===== config.mk =====
export PLATFORM = sky130hd
export DESIGN_NAME = raycast_column_texel_mapper_unit
export DESIGN_NICKNAME = d
export VERILOG_FILES = /design/src/rtl/rcm_pkg.sv /design/src/rtl/raycast_column_texel_mapper_unit.sv /design/src/rtl/rcm_mul.sv /design/src/rtl/rcm_div.sv
export SDC_FILE = /design/constraint.sdc
export NUM_CORES = 2
export LEC_CHECK = 0
export ABC_AREA = 0
export BUFFER_PORTS_ARGS = -buffer_cell sky130_fd_sc_hd__buf_2
export CORE_ASPECT_RATIO = 0.8
export CORE_MARGIN = 5
export CORE_UTILIZATION = 45
export CTS_BUF_LIST = sky130_fd_sc_hd__clkbuf_8
export CTS_CLUSTER_DIAMETER = 30
export DETAILED_ROUTE_END_ITERATION = 10
export MAX_ROUTING_LAYER = met4
export SYNTH_ARGS = -nofsm -noshare
export SYNTH_HDL_FRONTEND = slang
export SYNTH_SLANG_ARGS = --single-unit

===== constraint.sdc =====
create_clock -name clock -period 10.9 [get_ports clock]
set_input_delay 2.18 -clock clock [delete_from_list [all_inputs] [get_ports clock]]
set_output_delay 2.18 -clock clock [all_outputs]
set_load 0.01 [all_outputs]

===== src/rtl/rcm_pkg.sv =====
// shared constants and codes of the raycast column texel mapper
// no dependencies, imported by every module of the block
`default_nettype none

package rcm_pkg;

   // screen and texture limits
   localparam int SCREEN_ROWS = 1024;
   localparam int TEXTURE_MAX = 1024;

   // field widths
   localparam int ROW_W    = 10;
   localparam int COL_W    = 11;
   localparam int DIR_W    = 20;
   localparam int POS_W    = 26;
   localparam int LH_W     = 20;
   localparam int BOUND_W  = 11;
   localparam int TEX_W    = 11;
   localparam int TEXEL_W  = 10;
   localparam int INDEX_W  = 20;
   localparam int COLOUR_W = 24;
   localparam int FRAC_W   = 16;
   localparam int ACC_W    = 32;
   localparam int TX_ST_W  = 12;

   // divider: (height << 16) / projected wall rows
   localparam int DIV_W = TEX_W + FRAC_W;

   // shared multiplier operand widths
   localparam int MUL_A_W = 33;
   localparam int MUL_B_W = 21;
   localparam int MUL_P_W = MUL_A_W + MUL_B_W;

   // stream widths
   localparam int REQ_DATA_W = 184;
   localparam int RSP_DATA_W = 88;
   localparam int RSP_USER_W = 2;

   // pixel kinds
   localparam logic [1:0] KIND_CEILING  = 2'd0;
   localparam logic [1:0] KIND_WALL     = 2'd1;
   localparam logic [1:0] KIND_FLOOR    = 2'd2;
   localparam logic [1:0] KIND_NO_WRITE = 2'd3;

   // wall faces
   localparam logic [1:0] FACE_HORZ_NEG = 2'd0;
   localparam logic [1:0] FACE_HORZ_POS = 2'd1;
   localparam logic [1:0] FACE_VERT_POS = 2'd2;
   localparam logic [1:0] FACE_VERT_NEG = 2'd3;

   // register indexes
   localparam logic [1:0] CSR_FLOOR_COLOUR   = 2'd0;
   localparam logic [1:0] CSR_CEILING_COLOUR = 2'd1;
   localparam logic [1:0] CSR_TEXTURE_WIDTH  = 2'd2;
   localparam logic [1:0] CSR_TEXTURE_HEIGHT = 2'd3;

endpackage

`default_nettype wire


===== src/rtl/raycast_column_texel_mapper_unit.sv =====
// top level of the raycast column texel mapper: sequencer, column state, output register
// depends on rcm_pkg, rcm_mul and rcm_div
//
//  channel | dir | transfer when          | payload
//  --------+-----+------------------------+-------------------------------------------
//  req     | in  | req_tvalid & req_tready| one screen pixel with the column hit data
//  rsp     | out | rsp_tvalid & rsp_tready| pixel kind, face, texel coordinates, colour
//  csr     | in  | csr_we                 | colours and texture size, idle writes only
//
//  row 0: the shared multiplier gives the wall hit and the texel column, then the
//  one-bit-per-cycle step divider gives the texel step; the rest is as for other rows
//  other rows: classify, then load the output (a wall texel passes an index step first, whose index
//  reuses the multiplier); req_tready comes back in the same cycle the result turns valid
//  a stalled result holds the output register; the next pixel is accepted and waits
//  reset is synchronous; clears control and column state (not frac) and colours, sets tex size 64
`default_nettype none

module raycast_column_texel_mapper_unit
   import rcm_pkg::*;
(
   input  wire logic                   clock,
   input  wire logic                   reset,
   // req_tdata: row, column, ray_dir_x, ray_dir_y, player_x, player_y,
   //            perp_distance, wall rows, first wall row, row after the wall, zero fill
   input  wire logic                   req_tvalid,
   output logic                        req_tready,
   input  wire logic [REQ_DATA_W-1:0]  req_tdata,
   // req_tuser: hit_side
   input  wire logic                   req_tuser,
   // rsp_tdata: out_column, out_row, face_index, texel_x, texel_y, texel_index,
   //            fill_colour, zero fill
   output logic                        rsp_tvalid,
   input  wire logic                   rsp_tready,
   output logic [RSP_DATA_W-1:0]       rsp_tdata,
   // rsp_tuser: pixel_kind
   output logic [RSP_USER_W-1:0]       rsp_tuser,
   // register write port
   input  wire logic                   csr_we,
   input  wire logic [1:0]             csr_index,
   input  wire logic [COLOUR_W-1:0]    csr_wdata
);

   // sequencer states
   localparam logic [2:0] ST_IDLE     = 3'd0;
   localparam logic [2:0] ST_HIT      = 3'd1;
   localparam logic [2:0] ST_FRAC     = 3'd2;
   localparam logic [2:0] ST_TEX_MUL  = 3'd3;
   localparam logic [2:0] ST_TEX_X    = 3'd4;
   localparam logic [2:0] ST_DIV      = 3'd5;
   localparam logic [2:0] ST_CLASSIFY = 3'd6;
   localparam logic [2:0] ST_INDEX    = 3'd7;
   // output hand-off happens in idle-bound state below
   localparam logic [3:0] ST_OUT_CODE = 4'd8;

   logic [3:0] state_ff, state_in;

   // configuration registers
   logic [COLOUR_W-1:0] floor_ff, ceiling_ff;
   logic [TEX_W-1:0]    tex_w_ff, tex_h_ff;
   logic [TEX_W-1:0]    w_sat, h_sat;

   // latched item
   logic [ROW_W-1:0]         row_ff;
   logic [COL_W-1:0]         column_ff;
   logic                     side_ff;
   logic signed [DIR_W-1:0]  rdx_ff, rdy_ff;
   logic [POS_W-1:0]         px_ff, py_ff, perp_ff;
   logic [LH_W-1:0]          lh_ff;
   logic [BOUND_W-1:0]       ds_ff, de_ff;

   // column state
   logic [ACC_W-1:0]   step_ff, step_in;
   logic [ACC_W-1:0]   pos_ff, pos_in;
   logic [TX_ST_W-1:0] ctx_ff, ctx_in;
   logic [1:0]         face_ff, face_in;
   logic [ACC_W-1:0]   frac_ff, frac_in;

   // result being built
   logic [1:0]          kind_ff, kind_in;
   logic [TEXEL_W-1:0]  tx_ff, tx_in, ty_ff, ty_in;
   logic [INDEX_W-1:0]  idx_ff, idx_in;
   logic [COLOUR_W-1:0] fill_ff, fill_in;

   // output register
   logic                  rsp_valid_ff, rsp_valid_in;
   logic [RSP_DATA_W-1:0] rsp_data_ff, rsp_data_in;
   logic [RSP_USER_W-1:0] rsp_user_ff, rsp_user_in;

   // shared units
   logic signed [MUL_A_W-1:0] mul_a;
   logic signed [MUL_B_W-1:0] mul_b;
   logic signed [MUL_P_W-1:0] prod_ff;
   logic                      div_start;
   logic [DIV_W-1:0]          div_quo;
   logic                      div_done;

   // helpers
   logic                 req_xfer;
   logic [POS_W-1:0]     p_sel;
   logic [BOUND_W-1:0]   row_ext;
   logic [FRAC_W-1:0]    ty_raw;
   logic [TEXEL_W-1:0]   ty_clamp;
   logic [ACC_W:0]       pos_sum;
   logic                 wall_ok;

   rcm_mul u_mul (
      .clock   (clock),
      .mul_a   (mul_a),
      .mul_b   (mul_b),
      .prod_ff (prod_ff)
   );

   rcm_div u_div (
      .clock    (clock),
      .reset    (reset),
      .start    (div_start),
      .dividend ({h_sat, FRAC_W'(0)}),
      .divisor  (lh_ff),
      .quo_ff   (div_quo),
      .done_ff  (div_done)
   );

   assign req_tready = (state_ff == {1'b0, ST_IDLE});
   assign req_xfer   = req_tvalid && req_tready;
   assign rsp_tvalid = rsp_valid_ff;
   assign rsp_tdata  = rsp_data_ff;
   assign rsp_tuser  = rsp_user_ff;

   // texture size saturates to the supported maximum
   assign w_sat = (tex_w_ff > TEX_W'(TEXTURE_MAX)) ? TEX_W'(TEXTURE_MAX) : tex_w_ff;
   assign h_sat = (tex_h_ff > TEX_W'(TEXTURE_MAX)) ? TEX_W'(TEXTURE_MAX) : tex_h_ff;

   // vertical side hit uses the y position, horizontal side the x position
   assign p_sel   = side_ff ? px_ff : py_ff;
   assign row_ext = {1'b0, row_ff};
   assign ty_raw  = pos_ff[ACC_W-1:FRAC_W];
   assign ty_clamp = (ty_raw >= FRAC_W'(h_sat)) ? TEXEL_W'(h_sat - TEX_W'(1))
                                                : ty_raw[TEXEL_W-1:0];
   assign pos_sum = {1'b0, pos_ff} + {1'b0, step_ff};
   assign wall_ok = (ctx_ff < TX_ST_W'(w_sat)) && (h_sat != '0);

   // sequencer
   always_comb begin
      state_in     = state_ff;
      step_in      = step_ff;
      pos_in       = pos_ff;
      ctx_in       = ctx_ff;
      face_in      = face_ff;
      frac_in      = frac_ff;
      kind_in      = kind_ff;
      tx_in        = tx_ff;
      ty_in        = ty_ff;
      idx_in       = idx_ff;
      fill_in      = fill_ff;
      rsp_valid_in = rsp_valid_ff;
      rsp_data_in  = rsp_data_ff;
      rsp_user_in  = rsp_user_ff;
      mul_a        = '0;
      mul_b        = '0;
      div_start    = 1'b0;

      // result taken downstream
      if (rsp_valid_ff && rsp_tready) begin
         rsp_valid_in = 1'b0;
      end

      case (state_ff)
         {1'b0, ST_IDLE}: begin
            if (req_xfer) begin
               if (req_tdata[ROW_W-1:0] == '0) begin
                  state_in = {1'b0, ST_HIT};
               end else begin
                  state_in = {1'b0, ST_CLASSIFY};
               end
            end
         end
         {1'b0, ST_HIT}: begin
            // perp_distance times the ray component along the wall
            mul_a = MUL_A_W'(perp_ff);
            mul_b = side_ff ? MUL_B_W'(rdx_ff) : MUL_B_W'(rdy_ff);
            if (!side_ff) begin
               face_in = (!rdx_ff[DIR_W-1] && rdx_ff != '0) ? FACE_VERT_POS : FACE_VERT_NEG;
            end else begin
               face_in = (!rdy_ff[DIR_W-1] && rdy_ff != '0) ? FACE_HORZ_POS : FACE_HORZ_NEG;
            end
            state_in = {1'b0, ST_FRAC};
         end
         {1'b0, ST_FRAC}: begin
            // low 32 bits of the hit point give the wall fraction (floor rule)
            frac_in  = {p_sel[FRAC_W-1:0], FRAC_W'(0)} + prod_ff[ACC_W-1:0];
            state_in = {1'b0, ST_TEX_MUL};
         end
         {1'b0, ST_TEX_MUL}: begin
            mul_a    = MUL_A_W'(frac_ff);
            mul_b    = MUL_B_W'(w_sat);
            state_in = {1'b0, ST_TEX_X};
         end
         {1'b0, ST_TEX_X}: begin
            ctx_in    = prod_ff[ACC_W+TX_ST_W-1:ACC_W];
            div_start = 1'b1;
            state_in  = {1'b0, ST_DIV};
         end
         {1'b0, ST_DIV}: begin
            if (div_done) begin
               // zero line height saturates the step
               step_in  = (lh_ff == '0) ? '1 : ACC_W'(div_quo);
               pos_in   = '0;
               state_in = {1'b0, ST_CLASSIFY};
            end
         end
         {1'b0, ST_CLASSIFY}: begin
            tx_in    = '0;
            ty_in    = '0;
            idx_in   = '0;
            fill_in  = '0;
            state_in = ST_OUT_CODE;
            // texel row times width for the index, used only by wall rows
            mul_a    = MUL_A_W'(ty_clamp);
            mul_b    = MUL_B_W'(w_sat);
            if (row_ext >= BOUND_W'(SCREEN_ROWS)) begin
               kind_in = KIND_NO_WRITE;
            end else if (row_ext < ds_ff) begin
               kind_in = KIND_CEILING;
               fill_in = ceiling_ff;
            end else if (row_ext >= de_ff) begin
               kind_in = KIND_FLOOR;
               fill_in = floor_ff;
            end else if (!wall_ok) begin
               kind_in = KIND_NO_WRITE;
            end else begin
               kind_in  = KIND_WALL;
               tx_in    = ctx_ff[TEXEL_W-1:0];
               ty_in    = ty_clamp;
               state_in = {1'b0, ST_INDEX};
            end
         end
         {1'b0, ST_INDEX}: begin
            idx_in   = prod_ff[INDEX_W-1:0] + INDEX_W'(tx_ff);
            // running position saturates at all ones
            pos_in   = pos_sum[ACC_W] ? '1 : pos_sum[ACC_W-1:0];
            state_in = ST_OUT_CODE;
         end
         ST_OUT_CODE: begin
            if (!rsp_valid_ff || rsp_tready) begin
               rsp_valid_in = 1'b1;
               rsp_user_in  = kind_ff;
               rsp_data_in  = {1'b0, fill_ff, idx_ff, ty_ff, tx_ff, face_ff, row_ff,
                               column_ff};
               state_in     = {1'b0, ST_IDLE};
            end
         end
         default: begin
            state_in = {1'b0, ST_IDLE};
         end
      endcase
   end

   // control, column state and configuration
   always_ff @(posedge clock) begin
      if (reset) begin
         state_ff     <= {1'b0, ST_IDLE};
         rsp_valid_ff <= 1'b0;
         step_ff      <= '0;
         pos_ff       <= '0;
         ctx_ff       <= '0;
         face_ff      <= FACE_HORZ_NEG;
         floor_ff     <= '0;
         ceiling_ff   <= '0;
         tex_w_ff     <= TEX_W'(64);
         tex_h_ff     <= TEX_W'(64);
      end else begin
         state_ff     <= state_in;
         rsp_valid_ff <= rsp_valid_in;
         step_ff      <= step_in;
         pos_ff       <= pos_in;
         ctx_ff       <= ctx_in;
         face_ff      <= face_in;
         if (csr_we) begin
            case (csr_index)
               CSR_FLOOR_COLOUR:   floor_ff   <= csr_wdata;
               CSR_CEILING_COLOUR: ceiling_ff <= csr_wdata;
               CSR_TEXTURE_WIDTH:  tex_w_ff   <= csr_wdata[TEX_W-1:0];
               CSR_TEXTURE_HEIGHT: tex_h_ff   <= csr_wdata[TEX_W-1:0];
               default: begin
               end
            endcase
         end
      end
   end

   // payload registers
   always_ff @(posedge clock) begin
      frac_ff     <= frac_in;
      kind_ff     <= kind_in;
      tx_ff       <= tx_in;
      ty_ff       <= ty_in;
      idx_ff      <= idx_in;
      fill_ff     <= fill_in;
      rsp_data_ff <= rsp_data_in;
      rsp_user_ff <= rsp_user_in;
      if (req_xfer) begin
         row_ff    <= req_tdata[9:0];
         column_ff <= req_tdata[20:10];
         rdx_ff    <= req_tdata[40:21];
         rdy_ff    <= req_tdata[60:41];
         px_ff     <= req_tdata[86:61];
         py_ff     <= req_tdata[112:87];
         perp_ff   <= req_tdata[138:113];
         lh_ff     <= req_tdata[158:139];
         ds_ff     <= req_tdata[169:159];
         de_ff     <= req_tdata[180:170];
         side_ff   <= req_tuser;
      end
   end

endmodule

`default_nettype wire


===== src/rtl/rcm_mul.sv =====
// shared signed multiplier with registered product
// depends on rcm_pkg for operand widths
`default_nettype none

module rcm_mul
   import rcm_pkg::*;
(
   input  wire logic                       clock,
   input  wire logic signed [MUL_A_W-1:0]  mul_a,
   input  wire logic signed [MUL_B_W-1:0]  mul_b,
   output logic signed [MUL_P_W-1:0]       prod_ff
);

   always_ff @(posedge clock) begin
      prod_ff <= MUL_P_W'(mul_a) * MUL_P_W'(mul_b);
   end

endmodule

`default_nettype wire


===== src/rtl/rcm_div.sv =====
// restoring divider, one quotient bit per cycle
// depends on rcm_pkg for widths
`default_nettype none

module rcm_div
   import rcm_pkg::*;
(
   input  wire logic              clock,
   input  wire logic              reset,
   input  wire logic              start,
   input  wire logic [DIV_W-1:0]  dividend,
   input  wire logic [LH_W-1:0]   divisor,
   output logic [DIV_W-1:0]       quo_ff,
   output logic                   done_ff
);

   localparam int CNT_W = $clog2(DIV_W + 1);

   logic             busy_ff, busy_in;
   logic             done_in;
   logic [CNT_W-1:0] cnt_ff, cnt_in;
   logic [LH_W-1:0]  rem_ff, rem_in;
   logic [DIV_W-1:0] quo_in;
   logic [LH_W:0]    shifted;
   logic [LH_W+1:0]  diff;

   always_comb begin
      shifted = {rem_ff, quo_ff[DIV_W-1]};
      diff    = {1'b0, shifted} - {2'b00, divisor};
      busy_in = busy_ff;
      done_in = 1'b0;
      cnt_in  = cnt_ff;
      rem_in  = rem_ff;
      quo_in  = quo_ff;
      if (start) begin
         busy_in = 1'b1;
         cnt_in  = CNT_W'(DIV_W);
         rem_in  = '0;
         quo_in  = dividend;
      end else if (busy_ff) begin
         // trial subtract of the divisor from the shifted remainder
         if (!diff[LH_W+1]) begin
            rem_in = diff[LH_W-1:0];
            quo_in = {quo_ff[DIV_W-2:0], 1'b1};
         end else begin
            rem_in = shifted[LH_W-1:0];
            quo_in = {quo_ff[DIV_W-2:0], 1'b0};
         end
         cnt_in = cnt_ff - CNT_W'(1);
         if (cnt_ff == CNT_W'(1)) begin
            busy_in = 1'b0;
            done_in = 1'b1;
         end
      end
   end

   always_ff @(posedge clock) begin
      if (reset) begin
         busy_ff <= 1'b0;
         done_ff <= 1'b0;
         cnt_ff  <= '0;
      end else begin
         busy_ff <= busy_in;
         done_ff <= done_in;
         cnt_ff  <= cnt_in;
      end
   end

   always_ff @(posedge clock) begin
      rem_ff <= rem_in;
      quo_ff <= quo_in;
   end

endmodule

`default_nettype wire


== Word-level counts from Yosys, hierarchy flattened ==
Cells that the tools add are included.

* Flip-flop bits (word level): 600
* Bits in latches: 0
* Bits in writable memories: 0
* Memory bits (read-only): 0
* Input port bits: 216
* Output and inout port bits: 92
* Word-level logic and storage cells: 142
* Memories: 0

* Add/sub/neg operators: 6
* $mul: 1
* Divide/modulo/power cells: 0
* Order comparisons: 7
* Equal/unequal tests: 15
* Shifts and indexed selects: 0
* Multiplexer cells: 43
* Bitwise logic cells: 2
* Reductions and logical operators: 31

{| class="wikitable"
|+ Operator list
! kind !! count
|-
| 2-to-1 mux 32 bit || 3
|-
| case mux 32 bit (3 select lines) || 1
|-
| case mux 32 bit (2 select lines) || 1
|-
| 2-to-1 mux 27 bit || 2
|-
| 2-to-1 mux 24 bit || 2
|-
| multiplier 33 x 21 -> 44 bit || 1
|-
| case mux 21 bit (2 select lines) || 1
|-
| case mux 20 bit (2 select lines) || 1
|-
| nonzero test 20 bit || 2
|-
| case mux 4 bit (9 select lines) || 1
|-
| adder 32 x 32 -> 33 bit || 1
|-
| adder 32 bit || 1
|-
| 2-to-1 mux 4 bit || 7
|-
| > comparator 11 bit (second input constant) || 2
|-
| 2-to-1 mux 11 bit || 2
|-
| subtractor 21 x 20 -> 22 bit || 1
|-
| 2-to-1 mux 21 bit || 1
|-
| adder 20 x 10 -> 20 bit || 1
|-
| zero test 20 bit || 1
|-
| 2-to-1 mux 20 bit || 1
|-
| == test 4 x 3 -> 1 bit (second input constant) || 4
|-
| greater-or-equal comparator 16 x 11 -> 1 bit || 1
|-
| 2-to-1 mux 16 bit || 1
|-
| AND reduction 2 bit || 7
|-
| 32 further kinds || 59
|}

== Longest topological paths before layout ==
* Depth after elaboration: 9
* Depth in mapped cells: 41
* Mapped depth without buffers: 39

== Modules after synthesis ==
Synthesis repeated with hierarchy kept, for this count alone.

* Cell total of the unflattened synthesis: 5,060
* Area total of the unflattened synthesis: 50,624.8 sq um

{| class="wikitable"
|+ By module, submodules not included
! module !! instances !! cells each !! area each (sq um) !! sequential area each (sq um)
|-
| rcm_mul || 1 || 2,789 || 25,289.3 || 1,081.0
|-
| raycast_column_texel_mapper_unit || 1 || 1,880 || 21,617.0 || 13,462.9
|-
| rcm_div || 1 || 391 || 3,718.6 || 1,351.3
|}

== Worst setup path before layout ==
OpenSTA, ideal clock, no wires.

* Path kind: reg-to-reg
* Start point: register state_ff[2]
* End point: register u_mul.prod_ff[42]
* Library setup time: 118 ps
* Arrival: 9,048 ps
* Data required time: 10,782 ps
* Slack: 1,734 ps
* Cell stages (with the launch flop): 31
* Buffers on the path: 2
* Period minus slack after synthesis: 9,166 ps
* Cells stage by stage: dfxtp_1 -> clkbuf_2 -> nor2b_1 -> and2_1 -> nand2b_1 -> inv_1 -> clkbuf_1 -> nand2_1 -> o22ai_1 -> fa_1 -> inv_1 -> fa_1 -> fa_1 -> inv_1 -> fa_1 -> fa_1 -> fa_1 -> inv_1 -> fa_1 -> inv_1 -> ha_1 -> o21a_1 -> nor2_1 -> or3_1 -> o21ai_1 -> o211ai_2 -> nor3_1 -> o31ai_2 -> o21bai_1 -> a21oi_1 -> xnor2_1

* Word-level cells in the longest chain between the ends: 4
* Elaborated cells on any way between the ends: 7
* Those cells by class: 1 x mul; 3 x eq/ne; 2 x mux; 1 x reduce/logical

{| class="wikitable"
|+ Ends and longest elaborated chain
! item !! line !! RTL
|-
| start, declared || raycast_column_texel_mapper_unit.sv:55 || <nowiki>logic [3:0] state_ff, state_in;</nowiki>
|-
| start signal, assigned || raycast_column_texel_mapper_unit.sv:261 || <nowiki>state_ff <= {1'b0, ST_IDLE};</nowiki>
|-
| start signal, assigned || raycast_column_texel_mapper_unit.sv:272 || <nowiki>state_ff <= state_in;</nowiki>
|-
| == test 4 x 3 -> 1 bit or == test 4 x 2 -> 1 bit (tied branches) || raycast_column_texel_mapper_unit.sv:167 || <nowiki>case (state_ff)</nowiki>
|-
| OR reduction 2 bit (no source line) || n/a ||
|-
| case mux 21 bit (2 select lines) || raycast_column_texel_mapper_unit.sv:167 ||
|-
| multiplier 33 x 21 -> 44 bit * || rcm_mul.sv:15 || <nowiki>prod_ff <= MUL_P_W'(mul_a) * MUL_P_W'(mul_b);</nowiki>
|-
| end signal, assigned || rcm_mul.sv:15 ||
|-
| end, declared || rcm_mul.sv:11 || <nowiki>output logic signed [MUL_P_W-1:0] prod_ff</nowiki>
|}

Mark *: on every way between the ends. The rest lies on a longest branch, timed or not.
A chain may end at the register's enable or synchronous reset.

== Worst setup path in the final report ==
Same ends and word-level chain as after synthesis.

==> run summary <==
Max-cap violations in this run came to 0. Setup total negative slack on the finished layout was measured at 0 ns. The tools report the total global routing track utilization as 26.4%.

Via count of the first global-routing pass: 34200. Summed over all layers, the global routing overflow is 0. For the final core utilization, the log shows 51.3%. The clock period minus final worst setup slack came out at 10.42 ns. Slew at the pin closest to its max-slew limit: 1.33 ns.

The slowest stage of the critical path is the sky130_fd_sc_hd__dfxtp_1 cell. The via total after detailed routing is 33800. The number of synthesized register bits is 596, and the detailed-route wire length per cell is 21.8 µm. The root buffer cell chosen for the clock tree is sky130_fd_sc_hd__clkbuf_8. The combined area of the multi-input logic cells was 26600 µm². For the initial antenna violation count, the log shows 7. The pre-antenna-repair detailed-routing pass consisted of 6 iterations. Number of synthesized flops with an enable pin: 360. Number of buffers added for setup after CTS: 0. The flow ran to the end, and the final reports show no timing, DRC or antenna violations.

The first global-routing pass estimated 208000 µm of wire. In this run, post-CTS hold repair placed 0 buffers. The highest clock rate was 0.0960 GHz; the sequential standard cell area was 15500 µm². The detailed-placement wirelength estimate is 106000 µm. The worst-case IR drop observed on VDD is 0.000132 V. The count of standard-cell rows is 104, and the critical-path maximum fanout is 56. The tools report the final-layout fill cell count as 9189. The cell area after synthesis was 45500 µm². For the final database, setup skew stands at 0.0910 ns. The die footprint was 108000 µm². The share of synthesized registers carrying an async set or reset was 0%; the layout overhead on the synthesized area was 13.2%.

In this design, the stage delay of the slowest critical-path cell is 0.71 ns. At the later pin of the worst-skew pair, clock insertion delay measures 0.86 ns. For the number of routed nets with antenna violations, the log shows 0.

Across all setup checks in the final design, the least slack found is 0.479 ns. The y dimension of the die works out to 294 µm. The total number of yosys warnings is 0. The startpoint type of the worst setup path was a register.

The commonest cells after synthesis are sky130_fd_sc_hd__inv_1, sky130_fd_sc_hd__nand2_1, sky130_fd_sc_hd__fa_1. The tree built by TritonCTS fans out to 596 sinks. The design draws 9.55 mW. For this design the static power due to leakage is 22.2 nW.

Setup repair after global routing left no endpoint under its margin. The tightest min-delay check is of the reg -> reg type. Once the clock tree was built, the resizer swapped 0 gates to a different size.

The final number of setup-violating endpoints is 0, and the number of buffers added on ports is 283. In the routed layout, each cell is associated on average with a via count of 5.39. In the routed design, unresolved DRC markers number 0.

TritonCTS built the clock tree. The run gives 11.13 ns as the arrival time at the worst endpoint. The H-tree generated during clock tree synthesis spans 3 levels. Among the stages of the critical path, the cell type that occurs most often is sky130_fd_sc_hd__fa_1.

The maximum clock path buffer count was 3. Post-layout net count: 5854. The tools report the type of destination of the critical path as a register. The post-synthesis sequential area ratio was 34.1%; the weighted congestion at the end of routability-driven global placement was 0.997. In the final layout, the share of cells above drive strength 1 is 14.0%.

In this run the mean area of a mapped cell was 10.0 µm². Among all cell types in the netlist, the one instantiated most often is sky130_fd_sc_hd__inv_1. For this block, the routed nets add up to 137000 µm of wire. For this configuration, the core starts out at a cell density of 45.3%. The number of buffers created by CTS was 119. The total power per unit cell area works out to 185 nW/µm². The floorplan step defined a core boundary enclosing 100000 µm².

The run gives 0.508 ns as the worst slack after detailed placement. Measured along the x axis, the die boundary spans 366 µm. For this design the top-level I/O count stands at 308.

Synthesis instantiated 85 different standard cells from the library. The largest net degree at the start of global routing was 88; the area share of the largest cell type after synthesis was 23.8%. The cell count after synthesis came out at 4528. Data on the critical path is required at its endpoint by 11.61 ns. The count of pins over their slew limit came out at 0. By area the synthesized netlist is led by sky130_fd_sc_hd__edfxtp_1, sky130_fd_sc_hd__fa_1, sky130_fd_sc_hd__dfxtp_1. Classification of the worst setup path: reg -> reg.

The most used flip-flop cell after synthesis is sky130_fd_sc_hd__edfxtp_1. The total count of hold-check failures in the final report was 0. Summed over all instances, the cell type with the most area after synthesis is sky130_fd_sc_hd__edfxtp_1.

The tools report the normalized max-slew margin as 11.0%. First-iteration detailed-routing DRC count: 3212. After clock tree synthesis, the clock-pin slew on the worst setup and hold paths is 0.06 ns. The worst path uses 95.6% of the clock period.
-- report_power, final --
part | switching (mW) | internal (mW)
clock | 1.12 | 1.55
sequential | 0.339 | 2.91
combinational | 2.41 | 1.22
total | 3.87 | 5.68
-- metrics by stage --
step / instances / hold slack, ns / area [µm²]
2_1_floorplan: 4548 / 0.400 / 45600
3_3_place_gp: 6038 / 0.400 / 48600
3_5_place_dp: 6038 / 0.405 / 48600
4_1_cts: 6266 / 0.373 / 51500
5_1_grt: 6272 / 0.411 / 51500
6_report: 6273 / 0.394 / 51500
-- critical path: cells and delay by family, from the launching register on --
kind,cells,cell delay (ns)
compound gates,9,2.61
xor+xnor,1,0.13
fa+ha+maj,8,3.82
buf+inv,6,0.86
flops,1,0.71
simple gates,7,2.14
-- layout make-up --
type | instances | share of cell area (%)
antenna | 7 | 0.0340
clock buffer | 141 | 3.77
clock inverter | 87 | 1.81
tap | 1325 | 3.22
sequential | 596 | 30.2
inverter | 734 | 5.35
timing repair buffer | 364 | 4.00
multi-input combinational | 3019 | 51.7
-- cell families after synthesis --
| logic type | synth area share (%) |
|---|---|
| compound gates | 11.3 |
| simple gates | 11.5 |
| fa+ha+maj | 31.0 |
| flops | 34.1 |
| mux | 1.81 |
| other cells | 0.0165 |
| buf+inv | 7.85 |
| xor+xnor | 2.35 |
-- worst paths after layout --
path / slack [ns] / cells after the start / startpoint / endpoint
setup / recovery: 0.48 / 31 / state_ff[2]$_SDFFE_PP0P_ / u_mul.prod_ff[42]$_DFF_P_
hold reg to reg: 0.39 / 0 / idx_ff[17]$_SDFFCE_PN0P_ / rsp_tdata[60]$_DFFE_PP_
hold / removal: 0.39 / 0 / idx_ff[17]$_SDFFCE_PN0P_ / rsp_tdata[60]$_DFFE_PP_
setup reg to reg: 0.48 / 31 / state_ff[2]$_SDFFE_PP0P_ / u_mul.prod_ff[42]$_DFF_P_
-- metal layers --
metal | vias to the layer above | track usage, % | wire [µm]
met3 | 232 | 7.94 | 15200
met5 | - | - | 0
met2 | 1441 | 37.6 | 58000
li1 | 15500 | - | -
met1 | 16700 | 37.0 | 60200
met4 | 0 | 6.76 | 3550
-- cells in the final DEF (no fill, tap or decap), types with 25 or more instances in the layout --
master	count
sky130_fd_sc_hd__clkbuf_8	141
sky130_fd_sc_hd__mux2i_1	45
sky130_fd_sc_hd__xor2_1	39
sky130_fd_sc_hd__dfxtp_1	235
sky130_fd_sc_hd__o21a_1	25
sky130_fd_sc_hd__nor3_1	57
sky130_fd_sc_hd__ha_1	265
sky130_fd_sc_hd__a211oi_2	31
sky130_fd_sc_hd__a22o_1	53
sky130_fd_sc_hd__nor2_1	347
sky130_fd_sc_hd__a21oi_1	247
sky130_fd_sc_hd__nand3_1	37
sky130_fd_sc_hd__inv_1	750
sky130_fd_sc_hd__fa_1	539
sky130_fd_sc_hd__buf_4	78
sky130_fd_sc_hd__nand2_1	605
sky130_fd_sc_hd__o21ai_0	91
sky130_fd_sc_hd__and2_1	33
sky130_fd_sc_hd__edfxtp_1	360
sky130_fd_sc_hd__mux2_2	33
sky130_fd_sc_hd__a22oi_1	102
sky130_fd_sc_hd__buf_2	282
sky130_fd_sc_hd__xnor2_1	83
sky130_fd_sc_hd__a21o_1	44
sky130_fd_sc_hd__o22ai_1	34
-- state kept, by name, summed over array words and instances (netlist names), 24 cells and up --
signal / cells
pos_ff: 32
fill_ff: 24
ceiling_ff: 24
perp_ff: 26
u_mul.prod_ff: 44
rsp_tdata: 87
step_ff: 28
u_div.quo_ff: 27
frac_ff: 32
floor_ff: 24
Power figures use the tool's default switching activity.
